## src/rtl/core/necird_pkg.sv

```systemverilog
// Package for the NEC IR edge interval decoder.
// Holds the edge class codes, register indexes, reset values and shared types.
// No dependencies.
package necird_pkg;

  localparam int unsigned FrameBits = 32;
  localparam int unsigned BitCntW   = $clog2(FrameBits);
  localparam logic [31:0] LongBreakUs = 32'd20000;

  localparam logic [15:0] FullMinRst   = 16'd12000;
  localparam logic [15:0] FullMaxRst   = 16'd15000;
  localparam logic [15:0] RepeatMinRst = 16'd10000;
  localparam logic [15:0] RepeatMaxRst = 16'd12300;
  localparam logic [15:0] ZeroMinRst   = 16'd900;
  localparam logic [15:0] ZeroMaxRst   = 16'd1500;
  localparam logic [15:0] OneMinRst    = 16'd1800;
  localparam logic [15:0] OneMaxRst    = 16'd2900;

  typedef enum logic [2:0] {
    REG_FULL_MIN   = 3'd0,
    REG_FULL_MAX   = 3'd1,
    REG_REPEAT_MIN = 3'd2,
    REG_REPEAT_MAX = 3'd3,
    REG_ZERO_MIN   = 3'd4,
    REG_ZERO_MAX   = 3'd5,
    REG_ONE_MIN    = 3'd6,
    REG_ONE_MAX    = 3'd7
  } reg_idx_e;

  typedef enum logic [2:0] {
    CLS_NONE   = 3'd0,
    CLS_CLEAR  = 3'd1,
    CLS_REPEAT = 3'd2,
    CLS_LEADER = 3'd3,
    CLS_ZERO   = 3'd4,
    CLS_ONE    = 3'd5,
    CLS_OTHER  = 3'd6
  } cls_e;

  typedef struct packed {
    logic push;
    cls_e cls;
  } q_push_t;

  typedef struct packed {
    logic valid;
    cls_e cls;
  } q_head_t;

  function automatic logic in_win(logic [31:0] dt, logic [15:0] lo, logic [15:0] hi);
    return (dt >= {16'd0, lo}) && (dt <= {16'd0, hi});
  endfunction

endpackage

```

## src/rtl/core/nec_ir_edge_interval_decoder.sv

```systemverilog
// Top level of the NEC IR edge interval decoder.
// Instantiates necird_front, necird_queue and necird_back; uses necird_pkg.
//
// Usage:
//   Input channel (in_valid_i/in_ready_o): one beat per falling edge, carrying
//   the microsecond timestamp and a lost-edge flag. Output channel
//   (out_valid_o/out_ready_i): one beat per decoded frame or repeat code.
//   Configuration: cfg_we_i writes cfg_wdata_i into window register
//   cfg_idx_i; write only while the block is idle.
//   Throughput: one edge beat per cycle while the queue is not full. The front
//   end subtracts the previous timestamp and classifies the interval in the
//   accept cycle; a two-entry class queue decouples it from the back end,
//   which updates the frame state and loads the result register.
//   Result path: the class of the edge that completes a result is written to
//   the queue, then popped into the result register, which holds until taken.
//   Reset: window registers take their default values, the previous-edge
//   record and the frame state clear, and no result is pending.
//   Stall: while a result waits on out_ready_i the back end takes no classes;
//   in_ready_o drops once the two-entry queue fills.
module nec_ir_edge_interval_decoder (
  input  logic        clk_i,
  input  logic        rst_ni,
  input  logic        cfg_we_i,
  input  logic [2:0]  cfg_idx_i,
  input  logic [15:0] cfg_wdata_i,
  input  logic        in_valid_i,
  output logic        in_ready_o,
  input  logic [31:0] edge_time_us_i,
  input  logic        edges_lost_i,
  output logic        out_valid_o,
  input  logic        out_ready_i,
  output logic [31:0] frame_code_o,
  output logic        is_repeat_o
);

  necird_pkg::q_push_t q_push;
  necird_pkg::q_head_t q_head;
  logic                q_full;
  logic                q_pop;

  necird_front u_front (
    .clk_i          (clk_i),
    .rst_ni         (rst_ni),
    .cfg_we_i       (cfg_we_i),
    .cfg_idx_i      (cfg_idx_i),
    .cfg_wdata_i    (cfg_wdata_i),
    .in_valid_i     (in_valid_i),
    .in_ready_o     (in_ready_o),
    .edge_time_us_i (edge_time_us_i),
    .edges_lost_i   (edges_lost_i),
    .q_full_i       (q_full),
    .q_push_o       (q_push)
  );

  necird_queue u_queue (
    .clk_i  (clk_i),
    .rst_ni (rst_ni),
    .push_i (q_push),
    .pop_i  (q_pop),
    .full_o (q_full),
    .head_o (q_head)
  );

  necird_back u_back (
    .clk_i        (clk_i),
    .rst_ni       (rst_ni),
    .head_i       (q_head),
    .pop_o        (q_pop),
    .out_valid_o  (out_valid_o),
    .out_ready_i  (out_ready_i),
    .frame_code_o (frame_code_o),
    .is_repeat_o  (is_repeat_o)
  );

endmodule

```

## src/rtl/core/necird_front.sv

```systemverilog
// Front end: accepts edge beats, holds the window registers and the previous
// timestamp, and classifies each interval. Depends on necird_pkg.
module necird_front (
  input  logic                clk_i,
  input  logic                rst_ni,
  input  logic                cfg_we_i,
  input  logic [2:0]          cfg_idx_i,
  input  logic [15:0]         cfg_wdata_i,
  input  logic                in_valid_i,
  output logic                in_ready_o,
  input  logic [31:0]         edge_time_us_i,
  input  logic                edges_lost_i,
  input  logic                q_full_i,
  output necird_pkg::q_push_t q_push_o
);

  logic [15:0] full_min_q, full_max_q, rep_min_q, rep_max_q;
  logic [15:0] zero_min_q, zero_max_q, one_min_q, one_max_q;
  logic [31:0] prev_q;
  logic        have_prev_q;
  logic [31:0] dt;
  logic        accept;
  necird_pkg::cls_e cls;

  assign in_ready_o = !q_full_i;
  assign accept     = in_valid_i && !q_full_i;
  assign dt         = edge_time_us_i - prev_q;

  always_comb begin
    priority if (edges_lost_i) begin
      cls = necird_pkg::CLS_CLEAR;
    end else if (!have_prev_q) begin
      cls = necird_pkg::CLS_NONE;
    end else if (dt > necird_pkg::LongBreakUs) begin
      cls = necird_pkg::CLS_CLEAR;
    end else if (necird_pkg::in_win(dt, rep_min_q, rep_max_q)) begin
      cls = necird_pkg::CLS_REPEAT;
    end else if (necird_pkg::in_win(dt, full_min_q, full_max_q)) begin
      cls = necird_pkg::CLS_LEADER;
    end else if (necird_pkg::in_win(dt, zero_min_q, zero_max_q)) begin
      cls = necird_pkg::CLS_ZERO;
    end else if (necird_pkg::in_win(dt, one_min_q, one_max_q)) begin
      cls = necird_pkg::CLS_ONE;
    end else begin
      cls = necird_pkg::CLS_OTHER;
    end
  end

  assign q_push_o.push = accept;
  assign q_push_o.cls  = cls;

  always_ff @(posedge clk_i or negedge rst_ni) begin
    if (!rst_ni) begin
      prev_q      <= '0;
      have_prev_q <= 1'b0;
    end else if (accept) begin
      prev_q      <= edge_time_us_i;
      have_prev_q <= 1'b1;
    end
  end

  always_ff @(posedge clk_i or negedge rst_ni) begin
    if (!rst_ni) begin
      full_min_q <= necird_pkg::FullMinRst;
      full_max_q <= necird_pkg::FullMaxRst;
      rep_min_q  <= necird_pkg::RepeatMinRst;
      rep_max_q  <= necird_pkg::RepeatMaxRst;
      zero_min_q <= necird_pkg::ZeroMinRst;
      zero_max_q <= necird_pkg::ZeroMaxRst;
      one_min_q  <= necird_pkg::OneMinRst;
      one_max_q  <= necird_pkg::OneMaxRst;
    end else if (cfg_we_i) begin
      unique case (necird_pkg::reg_idx_e'(cfg_idx_i))
        necird_pkg::REG_FULL_MIN:   full_min_q <= cfg_wdata_i;
        necird_pkg::REG_FULL_MAX:   full_max_q <= cfg_wdata_i;
        necird_pkg::REG_REPEAT_MIN: rep_min_q  <= cfg_wdata_i;
        necird_pkg::REG_REPEAT_MAX: rep_max_q  <= cfg_wdata_i;
        necird_pkg::REG_ZERO_MIN:   zero_min_q <= cfg_wdata_i;
        necird_pkg::REG_ZERO_MAX:   zero_max_q <= cfg_wdata_i;
        necird_pkg::REG_ONE_MIN:    one_min_q  <= cfg_wdata_i;
        necird_pkg::REG_ONE_MAX:    one_max_q  <= cfg_wdata_i;
        default: ;
      endcase
    end
  end

endmodule

```

## src/rtl/core/necird_queue.sv

```systemverilog
// Two-entry queue of edge classes between front and back end.
// Depends on necird_pkg.
module necird_queue (
  input  logic                clk_i,
  input  logic                rst_ni,
  input  necird_pkg::q_push_t push_i,
  input  logic                pop_i,
  output logic                full_o,
  output necird_pkg::q_head_t head_o
);

  necird_pkg::cls_e mem_q [2];
  logic       wptr_q, rptr_q;
  logic [1:0] cnt_q;
  logic       do_push, do_pop;

  assign full_o       = (cnt_q == 2'd2);
  assign head_o.valid = (cnt_q != 2'd0);
  assign head_o.cls   = mem_q[rptr_q];
  assign do_push      = push_i.push && !full_o;
  assign do_pop       = pop_i && head_o.valid;

  always_ff @(posedge clk_i) begin
    if (do_push) begin
      mem_q[wptr_q] <= push_i.cls;
    end
  end

  always_ff @(posedge clk_i or negedge rst_ni) begin
    if (!rst_ni) begin
      wptr_q <= 1'b0;
      rptr_q <= 1'b0;
      cnt_q  <= 2'd0;
    end else begin
      if (do_push) wptr_q <= !wptr_q;
      if (do_pop)  rptr_q <= !rptr_q;
      cnt_q <= cnt_q + {1'b0, do_push} - {1'b0, do_pop};
    end
  end

endmodule

```

## src/rtl/core/necird_back.sv

```systemverilog
// Back end: frame state, bit accumulation and the result register.
// Depends on necird_pkg.
module necird_back (
  input  logic                clk_i,
  input  logic                rst_ni,
  input  necird_pkg::q_head_t head_i,
  output logic                pop_o,
  output logic                out_valid_o,
  input  logic                out_ready_i,
  output logic [31:0]         frame_code_o,
  output logic                is_repeat_o
);

  localparam int unsigned CntW = necird_pkg::BitCntW;
  localparam logic [CntW-1:0] LastBit = CntW'(necird_pkg::FrameBits - 1);

  logic            active_q, active_d;
  logic [31:0]     acc_q, acc_d;
  logic [CntW-1:0] bits_q, bits_d;
  logic            out_valid_q, out_valid_d;
  logic [31:0]     code_q, code_d;
  logic            rep_q, rep_d;
  logic [31:0]     acc_bit;

  assign pop_o   = head_i.valid && (!out_valid_q || out_ready_i);
  assign acc_bit = acc_q | (32'd1 << bits_q);

  always_comb begin
    active_d    = active_q;
    acc_d       = acc_q;
    bits_d      = bits_q;
    out_valid_d = out_valid_q && !out_ready_i;
    code_d      = code_q;
    rep_d       = rep_q;
    if (pop_o) begin
      unique case (head_i.cls)
        necird_pkg::CLS_NONE: ;
        necird_pkg::CLS_CLEAR, necird_pkg::CLS_OTHER: begin
          active_d = 1'b0;
          acc_d    = '0;
          bits_d   = '0;
        end
        necird_pkg::CLS_REPEAT: begin
          active_d    = 1'b0;
          acc_d       = '0;
          bits_d      = '0;
          out_valid_d = 1'b1;
          code_d      = '0;
          rep_d       = 1'b1;
        end
        necird_pkg::CLS_LEADER: begin
          active_d = 1'b1;
          acc_d    = '0;
          bits_d   = '0;
        end
        necird_pkg::CLS_ZERO, necird_pkg::CLS_ONE: begin
          if (active_q) begin
            if (bits_q == LastBit) begin
              active_d    = 1'b0;
              acc_d       = '0;
              bits_d      = '0;
              out_valid_d = 1'b1;
              code_d      = (head_i.cls == necird_pkg::CLS_ONE) ? acc_bit : acc_q;
              rep_d       = 1'b0;
            end else begin
              if (head_i.cls == necird_pkg::CLS_ONE) acc_d = acc_bit;
              bits_d = bits_q + 1'b1;
            end
          end
        end
        default: ;
      endcase
    end
  end

  always_ff @(posedge clk_i or negedge rst_ni) begin
    if (!rst_ni) begin
      active_q    <= 1'b0;
      acc_q       <= '0;
      bits_q      <= '0;
      out_valid_q <= 1'b0;
    end else begin
      active_q    <= active_d;
      acc_q       <= acc_d;
      bits_q      <= bits_d;
      out_valid_q <= out_valid_d;
    end
  end

  always_ff @(posedge clk_i) begin
    code_q <= code_d;
    rep_q  <= rep_d;
  end

  assign out_valid_o  = out_valid_q;
  assign frame_code_o = code_q;
  assign is_repeat_o  = rep_q;

endmodule
```

## config.mk

```make
export PLATFORM = sky130hd
export DESIGN_NAME = nec_ir_edge_interval_decoder
export DESIGN_NICKNAME = d
export VERILOG_FILES = /design/src/rtl/core/necird_pkg.sv /design/src/rtl/core/nec_ir_edge_interval_decoder.sv /design/src/rtl/core/necird_front.sv /design/src/rtl/core/necird_queue.sv /design/src/rtl/core/necird_back.sv
export SDC_FILE = /design/constraint.sdc
export NUM_CORES = 1
export LEC_CHECK = 0
export BUFFER_PORTS_ARGS = -buffer_cell sky130_fd_sc_hd__buf_2
export CORE_MARGIN = 4
export CORE_UTILIZATION = 37
export DETAILED_ROUTE_END_ITERATION = 16
export MAX_ROUTING_LAYER = met4
export SLEW_MARGIN = 20
export SYNTH_ARGS = -nofsm -noshare
export SYNTH_HDL_FRONTEND = slang
export SYNTH_SLANG_ARGS = --single-unit
```

## constraint.sdc

```tcl
create_clock -name clk_i -period 10.1 [get_ports clk_i]
set_input_delay 1.01 -clock clk_i [delete_from_list [all_inputs] [get_ports clk_i]]
set_output_delay 1.01 -clock clk_i [all_outputs]
set_load 0.02 [all_outputs]
```

==> run_results.csv, run 1 <==
group,metric,value,unit
status,status,"finished clean",
finish,final_util,42.8,%
setup_path,cp_slowest_cell,"xnor2_1",
timing,tns,0,ns
yosys,synth_edf_count,39,
setup_path,end_kind,"flip-flop",
timing,hold_viol,0,
setup_path,critical_path_arrival,5.23,ns
timing,rsz0062_at_grt,"false",
clock_tree,cts_inserted_buffers,30,
die,die_area,42600,µm²
timing,setup_slack,5.17,ns
clock_tree,postCtsSetupBuffers,0,
pwr,internal_power,2.93,mW
setup_path,crit_top_cell,"ha_1",
timing,holdWs,0.440,ns
clock_tree,clkTransAtPathRegs,0.06,ns
setup_path,path_class,"in2reg",
pwr,ir_drop,0.169,mV
setup_path,cp_data_required_time,10.40,ns
pwr,pwr-share-seq,25.1,%
finish,final_nets,1805,
detailed_routing,ant_nets,0,
clock_tree,cts-root-buf,"clkbuf_16",
yosys,synth_seq_cells,243,
pwr,clkPwrFrac,20.5,%
pwr,p_sw_share,42.9,%
timing,tightest_slew,1.10,ns
detailed_routing,finalWirelength,37000,µm
yosys,synth_warnings,0,
yosys,ys_seq_area_share,43.5,%
global_routing,grt_antenna_before_repair,2,
place,gp_congestion,0.873,
timing,slew_headroom,26.4,%
timing,fmax,203,MHz
yosys,synth_xor_area_share,1.20,%
detailed_routing,vias,11100,
yosys,synth_compound_area_share,17.4,%
finish,areaGrowthSynthToFinish,14.1,%
global_routing,grt_pass1_vias,11000,
finish,n_fill_cell,3751,
finish,drive_gt1_share,18.0,%
setup_path,crit_path_max_incr_delay,0.87,ns
place,place_inst,2063,
pwr,p_per_area,308,nW/µm²
die,start_util,37.5,%
die,die_w,206,µm
timing,fin_crit,4.93,ns
clock_tree,clock_latency,0.56,ns
detailed_routing,first_pass_iters,5,
global_routing,grt_overflow,0,
clock_tree,cts_tree,"done",
clock_tree,clock-sinks,243,
yosys,syn_area,14600,µm²
global_routing,grt_max_degree,78,
timing,maxSlewViolCount,0,
clock_tree,holdBufCountCts,0,
yosys,synth.distinct_cells,65,
setup_path,path_cells,"buf_2, ha_1, a21o_1, a31oi_1, o21ai_0, a21oi_1, xnor2_1, ha_1, a2111oi_0, o211ai_1, nor2_1, o41ai_1, and4_1, o311a_1",
clock_tree,h-tree-depth,1,
setup_path,cp-start-kind,"input port",
yosys,synth_ff_type,"dfrtp_1",
pwr,leakage,7.55,nW
yosys,synth_async_sr_flop_share,84.0,%
yosys,syn_avg_cell_area,9.77,µm²
timing,fin_worst_skew,0.0142,ns
die,die_h,206,µm
setup_path,crit_fanout,10,
yosys,synth_adder_area_share,14.6,%
clock_tree,ctsResizeCount,0,
pwr,p_switching,2.20,mW
yosys,synth.mux.area_fraction,6.04,%
detailed_routing,vias_per_cell,5.24,
die,rows,72,
place,io_buffers,91,
detailed_routing,drt_iter0_markers,591,
clock_tree,cts_buffer_depth,3,
finish,multi_input_area,7410,µm²
die,io_pins,92,
place,hpwl,26800,µm
yosys,synth_nets,1718,
pwr,p_comb_share,54.4,%
global_routing,track_usage,18.0,%
finish,area.sequential,6330,µm²
timing,setup_viol,0,
detailed_routing,remaining_drc_errors,0,
finish,final_cells,2123,
yosys,synth_top_family_by_area,"compound AO/OA/AOI/OAI gates",
yosys,postSynthCellCount,1492,
timing,fin_crit_sh,48.8,%
place,place_ws,4.63,ns
die,coreArea,38800,µm²
min_path,holdCritPathClass,"in2async",
flow_run,cap_violations,0,
yosys,synth_simple_gate_area_share,11.4,%
detailed_routing,routedWlPerCell,17.4,µm
global_routing,grt_pass1_wl,60200,µm
## cell type report
type	instances	share of cell area (%)
diodes	2	0.0301
clock buffers	41	5.01
clock inverters	15	0.835
inverters	172	3.88
multi-input cells	1022	44.6
flip-flops and latches	243	38.1
well taps	518	3.90
repair buffers	110	3.72
## sequential cells by signal, indices dropped and copies added (netlist names)
name	count
u_front.zero_min_q	16
u_front.rep_min_q	16
u_back.is_repeat_o	1
u_front.full_max_q	16
u_back.bits_q	5
u_back.out_valid_o	1
u_back.acc_q	32
u_back.active_q	1
u_queue.wptr_q	1
u_front.one_min_q	16
u_front.zero_max_q	16
u_front.have_prev_q	1
u_front.full_min_q	16
u_queue.mem_q	6
u_front.one_max_q	16
u_queue.cnt_q	2
u_queue.rptr_q	1
u_back.frame_code_o	32
u_front.prev_q	32
u_front.rep_max_q	16
## kinds of logic after synthesis
kind of cell / Yosys count
AO/OA/AOI/OAI: 403
XOR/XNOR: 20
adder cells (fa/ha/maj): 169
buffers and inverters: 227
flip-flops: 243
multiplexers: 79
AND/OR/NAND/NOR: 351
## layout by cell type, fill, tap and decap left out, types with 8 or more instances in the layout
cell type | netlist | layout
a211oi_1 | 15 | 15
a21o_1 | 37 | 37
a21oi_1 | 88 | 88
a22o_1 | 33 | 33
a31oi_1 | 17 | 17
buf_2 | 0 | 90
buf_4 | 0 | 16
clkbuf_1 | 51 | 8
clkbuf_16 | 0 | 31
dfrtp_1 | 160 | 160
dfstp_2 | 44 | 44
edfxtp_1 | 39 | 39
ha_1 | 168 | 168
inv_1 | 171 | 171
mux2_2 | 71 | 71
mux2i_1 | 8 | 8
nand2_1 | 147 | 147
nand2b_1 | 16 | 16
nand3_1 | 14 | 14
nand4_1 | 24 | 24
nor2_1 | 75 | 73
nor2b_1 | 16 | 16
nor3_1 | 15 | 13
o211ai_1 | 11 | 11
o21a_1 | 11 | 11
o21ai_0 | 138 | 138
xnor2_1 | 11 | 10
xor2_1 | 9 | 9
## layer usage
layer	share of wire [%]	track usage [%]	vias to the layer above
met2	46	28.0	236
met3	4.2	2.43	59
met5	0	-	-
met4	2.7	4.85	0
met1	47	25.0	5358
li1	-	-	5477
## path summary, 6_finish.rpt
kind / startpoint / endpoint / slack [ns] / depth (start not counted)
setup / recovery: edge_time_us_i[4] / u_queue.mem_q[0][1] / 5.17 / 14
hold / removal: rst_ni / u_front.rep_min_q[1] / 0.44 / 1
setup reg to reg: u_front.prev_q[4] / u_queue.mem_q[0][1] / 5.38 / 14
hold reg to reg: u_queue.wptr_q / u_queue.wptr_q / 0.48 / 1
max in group asynchronous: rst_ni / u_back.acc_q[13] / 8.37 / 2
min in group clk_i: u_queue.wptr_q / u_queue.wptr_q / 0.48 / 1
## critical path: cells and delay by family
kind,cells,cell delay [ns]
compound gates,8,2.04
xor+xnor,1,0.87
fa+ha+maj,2,0.80
simple gates,2,0.39
buf+inv,1,0.12
## stage by stage
stage | power, mW | area, µm²
CTS | 5.15 | 16600
floorplan | 3.24 | 14600
finish | 5.13 | 16600
global route | 5.60 | 16600
detailed placement | 4.07 | 15600
global placement | 4.01 | 15600
## cells in the mapped netlist (16+ instances only)
| master | instances | share of area (%) |
|---|---|---|
| a21o_1 | 37 | 1.9 |
| a21oi_1 | 88 | 3.0 |
| a22o_1 | 33 | 2.0 |
| a31oi_1 | 17 | 0.73 |
| clkbuf_1 | 51 | 1.3 |
| dfrtp_1 | 160 | 27 |
| dfstp_2 | 44 | 7.9 |
| edfxtp_1 | 39 | 8.0 |
| ha_1 | 168 | 14 |
| inv_1 | 171 | 4.4 |
| mux2_2 | 71 | 5.5 |
| nand2_1 | 147 | 3.8 |
| nand2b_1 | 16 | 0.69 |
| nand4_1 | 24 | 1.0 |
| nor2_1 | 75 | 1.9 |
| nor2b_1 | 16 | 0.69 |
| o21ai_0 | 138 | 4.7 |
## power by group through the flow
stage,combinational [mW],clock [mW],sequential (mW)
finish,2.79,1.05,1.29
global route,3.16,1.13,1.31
CTS,2.78,1.08,1.29
detailed placement,2.76,0,1.30
global placement,2.71,0,1.30
floorplan,1.96,0,1.28
Power figures use the tool's default switching activity.
==> run 2: changes to the inputs <==
- clock period: 10.1 -> 4.4 ns (I/O delays scaled with it)
==> run 2 against run 1 <==
  * Clock skew fell by 0.0048 ns
  * Worst hold slack got worse by 0.35 ns
  * Sequential power rose by 130%
  * Routed wire length rose by 2.7%
  * Non-clock buffer count rose by 37
  * Die area did not move
  * Critical path depth rose by 2
  * Worst setup slack got worse by 4.9 ns
==> run_results.csv, run 2 (same netlist as run 1, synthesis figures left out) <==
group,metric,value,unit
setup_path,crit_fanout,9,
timing,hold_viol,0,
timing,tns,0,ns
timing,fin_crit,4.14,ns
timing,fmax,242,MHz
detailed_routing,first_pass_iters,4,
global_routing,track_usage,18.4,%
clock_tree,clock_latency,0.56,ns
die,rows,72,
flow_run,cap_violations,0,
detailed_routing,routedWlPerCell,17.6,µm
place,place_inst,2101,
timing,slew_headroom,28.2,%
pwr,clkPwrFrac,19.6,%
finish,drive_gt1_share,20.2,%
pwr,p_per_area,723,nW/µm²
detailed_routing,vias,11200,
finish,final_nets,1840,
timing,fin_worst_skew,0.00935,ns
pwr,leakage,7.72,nW
global_routing,grt_antenna_before_repair,0,
setup_path,path_class,"reg2reg",
pwr,p_comb_share,56.3,%
clock_tree,clkTransAtPathRegs,0.06,ns
setup_path,crit_buf_inv,2,
finish,areaGrowthSynthToFinish,16.2,%
setup_path,cp_data_required_time,4.79,ns
finish,n_fill_cell,3760,
setup_path,cp-start-kind,"flip-flop",
finish,diodes,0,
die,io_pins,92,
clock_tree,cts-root-buf,"clkbuf_16",
timing,rsz0062_at_grt,"false",
die,die_area,42600,µm²
setup_path,critical_path_arrival,4.53,ns
die,die_w,206,µm
die,coreArea,38800,µm²
global_routing,grt_pass1_vias,11400,
detailed_routing,vias_per_cell,5.22,
clock_tree,cts_inserted_buffers,28,
pwr,ir_drop,0.496,mV
detailed_routing,remaining_drc_errors,0,
detailed_routing,drt_iter0_markers,479,
finish,multi_input_area,7460,µm²
min_path,holdCritPathClass,"in2reg",
setup_path,crit_family,"compound AO/OA/AOI/OAI gates",
setup_path,end_kind,"flip-flop",
setup_path,crit_path_max_incr_delay,0.46,ns
setup_path,cp_slowest_cell,"or4_1",
global_routing,grt_pass1_wl,61500,µm
pwr,p_sw_share,42.2,%
clock_tree,postCtsSetupBuffers,0,
pwr,pwr-share-seq,24.1,%
finish,layout_commonest_cell,"inv_1",
timing,tightest_slew,1.07,ns
clock_tree,h-tree-depth,1,
timing,setup_viol,0,
detailed_routing,ant_nets,0,
timing,maxSlewViolCount,0,
global_routing,grt_overflow,0,
finish,final_cells,2154,
status,status,"finished clean",
pwr,p_switching,5.17,mW
place,io_buffers,91,
global_routing,grt_max_degree,80,
clock_tree,cts_buffer_depth,3,
timing,fin_crit_sh,94.1,%
clock_tree,clock-sinks,243,
die,start_util,37.5,%
place,gp_congestion,0.921,
clock_tree,cts_tree,"done",
die,die_h,206,µm
pwr,internal_power,7.07,mW
finish,area.sequential,6330,µm²
detailed_routing,finalWirelength,38000,µm
setup_path,path_cells,"inv_1, ha_2, a21o_1, a221oi_1, buf_4, nor2b_1, or3_1, and2_2, ha_1, nand2_1, or4_1, o2111ai_1, o211ai_1, a221oi_2, o22ai_1, a21oi_1",
place,hpwl,28100,µm
finish,final_cell_mix,"inv_1, ha_1, dfrtp_1",
==> run 2: cell count changes in the layout (fill, tap and decap cells not counted), sizes merged <==
cell,previous run,this run
inv,173,172
buf,109,145
bufinv,2,3
clkinv,10,8
clkinvlp,2,3
dlygate4sd3,0,1
clkbuf,42,39
diode,2,0
==> run 2: worst paths after layout <==
kind	slack, ns	cells after the start	from	to
setup reg to reg	0.26	16	u_front.prev_q[8]	u_queue.mem_q[1][0]
hold / removal	0.09	2	out_ready_i	u_back.out_valid_o
min in group asynchronous	0.45	2	rst_ni	u_front.full_min_q[2]
max in group asynchronous	2.70	3	rst_ni	u_front.rep_max_q[14]
setup / recovery	0.26	16	u_front.prev_q[8]	u_queue.mem_q[1][0]
hold reg to reg	0.49	1	u_queue.wptr_q	u_queue.wptr_q
==> run 2: routing by layer <==
layer,track usage [%],up-vias,part of all wire (%)
met2,29.3,229,46
met1,25.4,5427,47
met5,-,-,0
met4,4.52,0,2.3
met3,2.15,49,4.2
li1,-,5541,-
==> run 2: layout make-up <==
type,count,area share (%)
clock buffers,38,4.66
clock inverters,14,0.960
inverters,172,3.81
multi-input cells,1022,44.0
flip-flops and latches,243,37.4
well taps,518,3.83
repair buffers,147,5.31
==> run 2: repair_timing <==
action / CTS / global route
endpoints found under the hold margin: 59 / 0
endpoints found under the setup margin: 0 / 6
hold buffers: 1 / 0
gates resized for setup: 0 / 11
==> run 2: power groups by stage <==
stage               clock network, mW  registers, mW  logic, mW
CTS                              2.46           2.96       6.80
floorplan                           0           2.93       4.50
global route                     2.55           3.01       7.78
global placement                    0           2.98       6.62
detailed placement                  0           2.99       6.75
finish                           2.39           2.95       6.89
==> run 2: per-stage QoR <==
| stage | hold WS, ns | power [mW] | setup WS [ns] | cell area [µm²] | utilization (%) |
|---|---|---|---|---|---|
| finish | 0.0879 | 12.2 | 0.262 | 16900 | 43.6 |
| detailed placement | 0.486 | 9.74 | -0.159 | 15900 | 41.0 |
| global route | 0.0701 | 13.3 | 0.0117 | 16900 | 43.6 |
| floorplan | 0.144 | 7.44 | 0.126 | 14600 | - |
| CTS | 0.0575 | 12.2 | 0.0267 | 16900 | 43.5 |
| global placement | 0.468 | 9.60 | -0.00235 | 15900 | 41.0 |
